### config.mk
export PLATFORM = sky130hd
export DESIGN_NAME = delay_monomial_feature_expander_unit
export DESIGN_NICKNAME = d
export VERILOG_FILES = /design/src/sv/dmfe_pkg.sv /design/src/sv/dmfe_front.sv /design/src/sv/dmfe_cmd_queue.sv /design/src/sv/dmfe_back.sv /design/src/sv/delay_monomial_feature_expander_unit.sv
export VERILOG_INCLUDE_DIRS = /design/src /design/src/sv
export SDC_FILE = /design/constraint.sdc
export NUM_CORES = 1
export LEC_CHECK = 0
export BUFFER_PORTS_ARGS = -buffer_cell sky130_fd_sc_hd__buf_2
export CORE_UTILIZATION = 55
export CTS_CLUSTER_SIZE = 10
export DETAILED_ROUTE_END_ITERATION = 12
export HOLD_SLACK_MARGIN = 0.12
export PLACE_DENSITY_LB_ADDON = 0.08
export SETUP_SLACK_MARGIN = 0.15
export SKIP_CTS_REPAIR_TIMING = 1
export SLEW_MARGIN = 20
export SYNTH_ARGS = -nofsm -noshare
export SYNTH_HDL_FRONTEND = slang
export SYNTH_SLANG_ARGS = --single-unit
### constraint.sdc
create_clock -name clk -period 9 [get_ports clk]
set_input_delay 1.35 -clock clk [delete_from_list [all_inputs] [get_ports clk]]
set_output_delay 1.35 -clock clk [all_outputs]
set_load 0.01 [all_outputs]
### src/sv/assert_macros.svh
// ----------------------------------------------------------------------------
// Assertion macros
// Concurrent assertion wrappers shared by the RTL; they vanish when SYNTH is set.
// ----------------------------------------------------------------------------
`ifndef ASSERT_MACROS_SVH
`define ASSERT_MACROS_SVH

`ifndef SYNTH
// A property that must hold at every clock edge outside reset.
`define DMFE_ASSERT(lbl, clk, rst, prop) \
  lbl: assert property (@(posedge clk) disable iff (rst) (prop)) \
    else $error("assertion failed");
// An antecedent that must be followed by a consequent in the next cycle.
`define DMFE_ASSERT_NEXT(lbl, clk, rst, ante, cons) \
  lbl: assert property (@(posedge clk) disable iff (rst) (ante) |=> (cons)) \
    else $error("assertion failed");
`else
`define DMFE_ASSERT(lbl, clk, rst, prop)
`define DMFE_ASSERT_NEXT(lbl, clk, rst, ante, cons)
`endif

`endif

### src/sv/dmfe_pkg.sv
// ----------------------------------------------------------------------------
// dmfe_pkg
// Shared widths, opcodes and structures of the feature expander.
// ----------------------------------------------------------------------------
package dmfe_pkg;

  localparam int SAMPLE_W = 16;
  localparam int FEAT_W   = 32;
  localparam int INDEX_W  = 6;

  localparam logic OP_PUSH  = 1'b0;
  localparam logic OP_CLEAR = 1'b1;

  // Fill status of the command queue.
  typedef struct packed {
    logic full;
    logic empty;
  } qstat_t;

  // One output word.
  typedef struct packed {
    logic signed [FEAT_W-1:0] value;
    logic [INDEX_W-1:0]       index;
    logic                     is_mono;
    logic                     last;
  } feat_t;

endpackage

### src/sv/dmfe_front.sv
// ----------------------------------------------------------------------------
// dmfe_front
// Accepts input words, assembles sample vectors and issues commands.
// ----------------------------------------------------------------------------
module dmfe_front import dmfe_pkg::*; #(
  parameter int NUM_ELEMS = 2
) (
  input  logic                            clk,
  input  logic                            rst,
  input  logic                            push,
  output logic                            full,
  input  logic                            opcode,
  input  logic signed [SAMPLE_W-1:0]      element_value,
  input  logic                            end_of_sample,
  input  qstat_t                          q_stat,
  output logic                            q_wr,
  output logic [NUM_ELEMS*SAMPLE_W:0]     q_word
);

  localparam int CNT_W = $clog2(NUM_ELEMS + 1);

  logic [CNT_W-1:0]          element_count;
  logic signed [SAMPLE_W-1:0] incoming [NUM_ELEMS];
  logic                      accept;

  assign full   = q_stat.full;
  assign accept = push && !full;
  assign q_wr   = accept && ((opcode == OP_CLEAR) || end_of_sample);

  // Elements that never arrived count as zero.
  always_comb begin
    q_word = '0;
    q_word[NUM_ELEMS*SAMPLE_W] = (opcode == OP_CLEAR);
    for (int j = 0; j < NUM_ELEMS; j++) begin
      if (element_count > CNT_W'(j)) begin
        q_word[j*SAMPLE_W +: SAMPLE_W] = incoming[j];
      end else if (element_count == CNT_W'(j)) begin
        q_word[j*SAMPLE_W +: SAMPLE_W] = element_value;
      end
    end
  end

  always_ff @(posedge clk) begin
    if (rst) begin
      element_count <= '0;
    end else if (accept && (opcode == OP_PUSH)) begin
      if (end_of_sample) begin
        element_count <= '0;
      end else if (element_count < CNT_W'(NUM_ELEMS)) begin
        element_count <= element_count + CNT_W'(1);
      end
    end
  end

  always_ff @(posedge clk) begin
    for (int j = 0; j < NUM_ELEMS; j++) begin
      if (accept && (opcode == OP_PUSH) && (element_count == CNT_W'(j))) begin
        incoming[j] <= element_value;
      end
    end
  end

endmodule

### src/sv/dmfe_cmd_queue.sv
// ----------------------------------------------------------------------------
// dmfe_cmd_queue
// Two-entry queue of commands between the front and the back end.
// ----------------------------------------------------------------------------
module dmfe_cmd_queue import dmfe_pkg::*; #(
  parameter int W = 33
) (
  input  logic         clk,
  input  logic         rst,
  input  logic         wr_en,
  input  logic [W-1:0] wr_data,
  input  logic         rd_en,
  output logic [W-1:0] rd_data,
  output qstat_t       stat
);

  logic [W-1:0] slots [2];
  logic         wptr;
  logic         rptr;
  logic [1:0]   count;

  assign stat.full  = (count == 2'd2);
  assign stat.empty = (count == 2'd0);
  assign rd_data    = slots[rptr];

  always_ff @(posedge clk) begin
    if (rst) begin
      wptr  <= 1'b0;
      rptr  <= 1'b0;
      count <= 2'd0;
    end else begin
      if (wr_en) begin
        wptr <= ~wptr;
      end
      if (rd_en) begin
        rptr <= ~rptr;
      end
      count <= count + {1'b0, wr_en} - {1'b0, rd_en};
    end
  end

  always_ff @(posedge clk) begin
    if (wr_en) begin
      slots[wptr] <= wr_data;
    end
  end

endmodule

### src/sv/dmfe_back.sv
// ----------------------------------------------------------------------------
// dmfe_back
// Holds the history and sequences linear and monomial features out.
// ----------------------------------------------------------------------------
module dmfe_back import dmfe_pkg::*; #(
  parameter int NUM_ELEMS = 2,
  parameter int DELAY     = 2,
  parameter int STRIDES   = 1,
  parameter int ORDER     = 2
) (
  input  logic                        clk,
  input  logic                        rst,
  input  logic                        cmd_empty,
  input  logic [NUM_ELEMS*SAMPLE_W:0] cmd_word,
  output logic                        cmd_pop,
  input  logic                        out_pop,
  output logic                        out_empty,
  output feat_t                       out_feat
);

  localparam int HIST_ROWS = DELAY * STRIDES;
  localparam int LIN_DIM   = DELAY * NUM_ELEMS;
  localparam int IW        = (LIN_DIM > 1) ? $clog2(LIN_DIM) : 1;
  localparam int CW        = $clog2(ORDER + 1);
  localparam int PW        = SAMPLE_W * ORDER;
  localparam int FRAC      = 12 * ORDER;
  localparam int SHL       = (FRAC <= 24) ? 24 - FRAC : 0;
  localparam int SHR       = (FRAC > 24) ? FRAC - 24 : 0;
  localparam int RSH       = (SHR > 0) ? SHR - 1 : 0;
  localparam int EW        = PW + 25;

  typedef enum logic [4:0] {
    S_IDLE = 5'b00001,
    S_LIN  = 5'b00010,
    S_LOAD = 5'b00100,
    S_MUL  = 5'b01000,
    S_EMIT = 5'b10000
  } state_t;

  state_t                     state;
  logic signed [SAMPLE_W-1:0] hist [HIST_ROWS][NUM_ELEMS];
  logic signed [SAMPLE_W-1:0] lin_tap [LIN_DIM];
  logic [IW-1:0]              lin_i;
  logic [IW-1:0]              idx [ORDER];
  logic [IW-1:0]              idx_adv [ORDER];
  logic [IW-1:0]              fq [ORDER];
  logic [CW-1:0]              mcnt;
  logic signed [PW-1:0]       prod;
  logic signed [PW+15:0]      mul_full;
  logic [INDEX_W-1:0]         kidx;
  logic                       out_valid;
  logic [IW-1:0]              rd_addr;
  logic signed [SAMPLE_W-1:0] rd_val;
  logic                       slot_free;
  logic                       more;
  logic signed [FEAT_W-1:0]   conv;
  logic signed [FEAT_W-1:0]   lin_q824;
  logic signed [EW-1:0]       ext;
  logic signed [EW-1:0]       scaled;
  logic signed [EW-1:0]       rnd;
  logic [EW-32:0]             hi;
  logic                       out_wr;
  feat_t                      out_next;

  // Linear taps sit at fixed places of the history.
  for (genvar d = 0; d < DELAY; d++) begin : g_row
    for (genvar j = 0; j < NUM_ELEMS; j++) begin : g_el
      assign lin_tap[d*NUM_ELEMS + j] = hist[d*STRIDES][j];
    end
  end

  assign slot_free = !out_valid || out_pop;
  assign out_empty = !out_valid;
  assign cmd_pop   = (state == S_IDLE) && !cmd_empty;

  always_comb begin
    case (state)
      S_LOAD:  rd_addr = idx[0];
      S_MUL:   rd_addr = fq[0];
      default: rd_addr = lin_i;
    endcase
  end
  assign rd_val   = lin_tap[rd_addr];
  assign mul_full = prod * rd_val;
  assign lin_q824 = {{4{rd_val[SAMPLE_W-1]}}, rd_val, 12'b0};

  // Next nondecreasing index tuple.
  always_comb begin
    logic          found;
    logic [IW-1:0] nv;
    int            pos;
    found = 1'b0;
    nv    = '0;
    pos   = 0;
    for (int p = ORDER - 1; p >= 0; p--) begin
      if (!found && (idx[p] != IW'(LIN_DIM - 1))) begin
        found = 1'b1;
        pos   = p;
        nv    = idx[p] + IW'(1);
      end
    end
    for (int q = 0; q < ORDER; q++) begin
      idx_adv[q] = (found && (q >= pos)) ? nv : idx[q];
    end
    more = found;
  end

  // Scale the product to Q8.24, rounding half up when bits are dropped,
  // then saturate to 32 bits.
  always_comb begin
    ext    = EW'(prod);
    rnd    = (SHR > 0) ? (EW'(1) <<< RSH) : '0;
    scaled = ext <<< SHL;
    if (SHR > 0) begin
      scaled = (scaled + rnd) >>> SHR;
    end
    hi = scaled[EW-1:31];
    if ((&hi) || !(|hi)) begin
      conv = scaled[FEAT_W-1:0];
    end else if (scaled[EW-1]) begin
      conv = 32'sh8000_0000;
    end else begin
      conv = 32'sh7fff_ffff;
    end
  end

  always_comb begin
    out_wr   = 1'b0;
    out_next = out_feat;
    if ((state == S_LIN) && slot_free) begin
      out_wr           = 1'b1;
      out_next.value   = lin_q824;
      out_next.index   = kidx;
      out_next.is_mono = 1'b0;
      out_next.last    = 1'b0;
    end else if ((state == S_EMIT) && slot_free) begin
      out_wr           = 1'b1;
      out_next.value   = conv;
      out_next.index   = kidx;
      out_next.is_mono = 1'b1;
      out_next.last    = !more;
    end
  end

  always_ff @(posedge clk) begin
    if (rst) begin
      state     <= S_IDLE;
      out_valid <= 1'b0;
      for (int r = 0; r < HIST_ROWS; r++) begin
        for (int j = 0; j < NUM_ELEMS; j++) begin
          hist[r][j] <= '0;
        end
      end
    end else begin
      out_valid <= out_wr || (out_valid && !out_pop);
      case (state)
        S_IDLE: begin
          if (cmd_pop) begin
            if (cmd_word[NUM_ELEMS*SAMPLE_W] == OP_CLEAR) begin
              for (int r = 0; r < HIST_ROWS; r++) begin
                for (int j = 0; j < NUM_ELEMS; j++) begin
                  hist[r][j] <= '0;
                end
              end
            end else begin
              for (int r = HIST_ROWS - 1; r > 0; r--) begin
                for (int j = 0; j < NUM_ELEMS; j++) begin
                  hist[r][j] <= hist[r-1][j];
                end
              end
              for (int j = 0; j < NUM_ELEMS; j++) begin
                hist[0][j] <= cmd_word[j*SAMPLE_W +: SAMPLE_W];
              end
              state <= S_LIN;
            end
          end
        end
        S_LIN: begin
          if (slot_free && (lin_i == IW'(LIN_DIM - 1))) begin
            state <= S_LOAD;
          end
        end
        S_LOAD: begin
          state <= (ORDER == 1) ? S_EMIT : S_MUL;
        end
        S_MUL: begin
          if (mcnt == CW'(1)) begin
            state <= S_EMIT;
          end
        end
        S_EMIT: begin
          if (slot_free) begin
            state <= more ? S_LOAD : S_IDLE;
          end
        end
        default: state <= S_IDLE;
      endcase
    end
  end

  // Datapath registers: counters, tuple, product and the output word.
  always_ff @(posedge clk) begin
    if (out_wr) begin
      out_feat <= out_next;
      kidx     <= kidx + INDEX_W'(1);
    end
    case (state)
      S_IDLE: begin
        lin_i <= '0;
        kidx  <= '0;
        for (int q = 0; q < ORDER; q++) begin
          idx[q] <= '0;
        end
      end
      S_LIN: begin
        if (slot_free) begin
          lin_i <= lin_i + IW'(1);
        end
      end
      S_LOAD: begin
        prod <= PW'(rd_val);
        mcnt <= CW'(ORDER - 1);
        for (int q = 0; q < ORDER - 1; q++) begin
          fq[q] <= idx[q+1];
        end
        fq[ORDER-1] <= idx[ORDER-1];
      end
      S_MUL: begin
        prod <= mul_full[PW-1:0];
        mcnt <= mcnt - CW'(1);
        for (int q = 0; q < ORDER - 1; q++) begin
          fq[q] <= fq[q+1];
        end
      end
      S_EMIT: begin
        if (slot_free) begin
          for (int q = 0; q < ORDER; q++) begin
            idx[q] <= idx_adv[q];
          end
        end
      end
      default: begin
        lin_i <= lin_i;
      end
    endcase
  end

endmodule

### src/sv/delay_monomial_feature_expander_unit.sv
// ----------------------------------------------------------------------------
// delay_monomial_feature_expander_unit
// Nonlinear vector autoregression feature expander with a queue interface.
// ----------------------------------------------------------------------------
// Sample vectors arrive one Q4.12 element per input word; a word is taken
// every cycle unless the command queue is full. The word that carries
// end_of_sample completes the sample (missing elements count as zero, extra
// elements are dropped), and the back end shifts it into a history of
// DELAY*STRIDES samples. It then emits DELAY*NUM_ELEMS linear features, one
// per cycle while the output slot is free, followed by every monomial of
// ORDER linear features with nondecreasing indices in lexicographic order.
// Each monomial is built in steps: the first factor is loaded, ORDER-1
// further factors pass through a single shared multiplier, and the result
// is rounded, saturated and written to the output word. At the default
// sizes a completed sample yields 14 output words: 4 linear features and
// 10 monomials. A clear word zeroes the history and emits nothing. The
// two-entry command queue lets the front keep taking words while the back
// end is busy, and the output register lets the back end finish the next
// word while the current one waits to be popped.
// ----------------------------------------------------------------------------
`include "assert_macros.svh"

module delay_monomial_feature_expander_unit import dmfe_pkg::*; #(
  parameter int NUM_ELEMS = 2,
  parameter int DELAY     = 2,
  parameter int STRIDES   = 1,
  parameter int ORDER     = 2
) (
  input  logic                       clk,
  input  logic                       rst,
  input  logic                       push,
  output logic                       full,
  input  logic                       opcode,
  input  logic signed [SAMPLE_W-1:0] element_value,
  input  logic                       end_of_sample,
  output logic                       empty,
  input  logic                       pop,
  output logic signed [FEAT_W-1:0]   feature_value,
  output logic [INDEX_W-1:0]         feature_index,
  output logic                       is_monomial,
  output logic                       last_feature
);

  localparam int WORD_W = NUM_ELEMS * SAMPLE_W + 1;

  qstat_t            q_stat;
  logic              q_wr;
  logic [WORD_W-1:0] q_word;
  logic [WORD_W-1:0] cmd_word;
  logic              cmd_pop;
  feat_t             feat;

  // The front assembles samples and turns completed ones and clears into
  // commands.
  dmfe_front #(
    .NUM_ELEMS (NUM_ELEMS)
  ) u_front (
    .clk           (clk),
    .rst           (rst),
    .push          (push),
    .full          (full),
    .opcode        (opcode),
    .element_value (element_value),
    .end_of_sample (end_of_sample),
    .q_stat        (q_stat),
    .q_wr          (q_wr),
    .q_word        (q_word)
  );

  // Commands wait here while the back end works through a sample.
  dmfe_cmd_queue #(
    .W (WORD_W)
  ) u_queue (
    .clk     (clk),
    .rst     (rst),
    .wr_en   (q_wr),
    .wr_data (q_word),
    .rd_en   (cmd_pop),
    .rd_data (cmd_word),
    .stat    (q_stat)
  );

  // The back end owns the history and produces the feature words.
  dmfe_back #(
    .NUM_ELEMS (NUM_ELEMS),
    .DELAY     (DELAY),
    .STRIDES   (STRIDES),
    .ORDER     (ORDER)
  ) u_back (
    .clk       (clk),
    .rst       (rst),
    .cmd_empty (q_stat.empty),
    .cmd_word  (cmd_word),
    .cmd_pop   (cmd_pop),
    .out_pop   (pop),
    .out_empty (empty),
    .out_feat  (feat)
  );

  assign feature_value = feat.value;
  assign feature_index = feat.index;
  assign is_monomial   = feat.is_mono;
  assign last_feature  = feat.last;

  // The front never writes a command into a full queue.
  `DMFE_ASSERT(a_no_q_overflow, clk, rst, !(q_wr && q_stat.full))
  // The back end never takes a command from an empty queue.
  `DMFE_ASSERT(a_no_q_underflow, clk, rst, !(cmd_pop && q_stat.empty))
  // The closing word of a feature vector is always a monomial.
  `DMFE_ASSERT(a_last_is_mono, clk, rst, !(!empty && last_feature && !is_monomial))
  // A popped last word leaves the output either empty or on a new vector.
  `DMFE_ASSERT_NEXT(a_new_vector, clk, rst, !empty && pop && last_feature,
                    empty || (feature_index == '0))

endmodule
==> impl_metrics.tcl <==
set metrics [dict create \
    cpMostUsedCell "fa_1" \
    synth.distinct_cells 60 \
    cp-start-kind "register" \
    hold_class "register to register" \
    synthesis.nets 2532 \
    highest_layer "met4" \
    finalNetCount 2572 \
    async_reset_ff_frac 0 \
    path_delay_family "adder cells" \
    clkLatencyLatePin_ns 0.53 \
    grt_pass1_vias 15600 \
    critPathMaxFanout 30 \
    synth_area_leaders "edfxtp_1 (32%), fa_1 (27%), inv_1 (6.6%)" \
    path_buf_inv 6 \
    io_pins 64 \
    die_h_um 206 \
    routed_wl_um 50500 \
    grt_max_degree 49 \
    worstPathArrival_ns 8.61 \
    rsz0062_at_grt "no" \
    r2r-start "u_back.state[3]$_SDFFE_PP0P_" \
    clk_pin_slew_ns 0.06 \
    cp-end-kind "register" \
    dieArea_mm2 0.0423 \
    gp_congestion 0.891 \
    grt_usage 0.255 \
    drc 0 \
    synthAdderAreaFrac 0.322 \
    portBuffers 63 \
    synth.largest_area_cell "edfxtp_1" \
    synthCells 2105 \
    drtPass1Iterations 5 \
    synth_common_cells "inv_1 (401), fa_1 (304), nand2_1 (260)" \
    vias 14500 \
    crit_cells 30 \
    tightest_slew_ns 1.07 \
    antenna_found_initial 2 \
    status "complete, no violations" \
    synthDominantCellAreaShare 0.324 \
    ant_nets 0 \
    synth_xor_area_frac 0.0255 \
    detailed_place_hpwl_um 37100 \
    initial_core_util 0.558 \
    viasPerCell 5.37 \
    cp.required_ns 9.24 \
    met3WireLength_um 2890 \
    finalCritPeriodShare 0.930 \
    min_from "u_back.kidx[5]$_SDFFE_PP0P_" \
    crit_path_max_incr_delay_ns 0.57 \
    synth-seq-cells 265 \
    clock_path_buffers 3 \
    cts_sinks 265 \
    avgRoutedWirePerCell_um 18.8 \
    yosysMostFrequentCell "inv_1" \
    cts_tree "yes" \
    post-route-min-period_ns 8.37 \
    core_area_mm2 0.0408 \
    synth_top_family_by_area "adder cells" \
    area_growth_pct 8.78 \
    wl_met1_um 20200 \
    die_w_um 206 \
    ys.flop_type "edfxtp_1" \
    drive_gt1_frac 0.102 \
    relSlewSlack 0.286 \
    finClkSkew_ns 0.0113 \
    grt_pass1_wl_um 82500 \
    cp_slowest_cell "dfxtp_1" \
    syn_avg_cell_area_um2 10.8 \
    grt_overflow_total 0 \
    max_cap_viol_count 0 \
    drtIter0Drc 835 \
    finalHoldViolations 0 \
    fmax_mhz 119 \
    yosysWarnings 0 \
    criticalPathCategory "register to register" \
    synth_edf_count 246 \
    wl_met2_um 26200 \
    num_rows 74 \
    tns_ns 0 \
    syn_area_mm2 0.0228 \
    yosysSeqAreaShare 0.341 \
    cts_made_buffers 34 \
    synthMuxAreaShare 0.0527 \
    min_path_cells 0 \
    yosys.area_share.simple 0.132 \
    drv_slew 0 \
    synth-compound-area-share 0.0425 \
    cts_htree_levels 2 \
    r2r_cells 30 \
    critPathLaunch "u_back.state[3]$_SDFFE_PP0P_" \
    cts_root_buf "clkbuf_16" \
    finalSetupViolCount 0 \
]
[logic make-up after synthesis]
kind of cell	count (synthesis)
AO/OA/AOI/OAI	143
XOR/XNOR	60
adder cells (fa/ha/maj)	405
buffers and inverters	500
flip-flops	265
multiplexers	112
AND/OR/NAND/NOR	620
[registers in the layout, indices dropped and copies added, names as in the netlist, named ones only]
signal	count
u_queue.slots	66
u_back.hist	64
u_back.out_feat	40
u_back.conv	32
u_front.incoming	32
u_back.kidx	6
u_back.state	5
u_back.fq	4
u_back.idx	4
u_back.lin_i	2
u_back.mcnt	2
u_front.element_count	2
u_queue.count	2
u_back.out_valid	1
u_queue.rptr	1
u_queue.wptr	1
[cell type report]
class | count | area [um^2]
clock buffers | 42 | 881
inverters | 401 | 1510
flip-flops and latches | 265 | 7770
clock inverters | 8 | 140
well taps | 532 | 666
repair buffers | 103 | 653
multi-input cells | 1340 | 13200
diodes | 2 | 5.00
fillers | 3401 | 16000
[per-layer routing]
layer | vias up | GRT usage
li1 | 6636 | -
met1 | 7350 | 0.318
met2 | 385 | 0.458
met3 | 94 | 0.0396
met4 | 0 | 0.0733
met5 | - | 0
[cells in the final DEF, fill, tap and decap left out, types with 17 or more instances in the layout]
master / n
inv_1: 401
fa_1: 304
nand2_1: 260
edfxtp_1: 246
and2_1: 210
ha_1: 101
nor2_1: 91
buf_2: 63
mux2i_1: 61
o21ai_0: 42
mux2_2: 39
buf_4: 37
xnor2_1: 35
clkbuf_16: 34
a21oi_1: 29
xor2_1: 21
dfxtp_1: 18
nand2b_1: 17
[final timing paths]
| check | slack, ns | endpoint |
|---|---|---|
| setup reg to reg | 0.63 | u_back.conv[30]$_DFFE_PN_ |
| hold reg to reg | 0.47 | u_back.out_feat[7]$_DFFE_PP_ |
| setup / recovery | 0.63 | u_back.conv[30]$_DFFE_PN_ |
| hold / removal | 0.47 | u_back.out_feat[7]$_DFFE_PP_ |
[metrics by stage]
step | area (um^2) | hold WS (ns) | util | setup WS [ns] | instances
4_1_cts | 24800 | 0.478 | 0.607 | 0.575 | 2691
3_3_place_gp | 23800 | 0.453 | 0.582 | 0.747 | 2641
2_1_floorplan | 22800 | 0.428 | - | 1.27 | 2105
6_report | 24800 | 0.473 | 0.608 | 0.630 | 2693
3_5_place_dp | 23800 | 0.465 | 0.582 | 0.590 | 2641
5_1_grt | 24800 | 0.486 | 0.607 | 0.166 | 2691
Power is left out: the tool's default activity adds up to more than one toggle a clock period on the data nets, which glitch-free logic cannot reach.
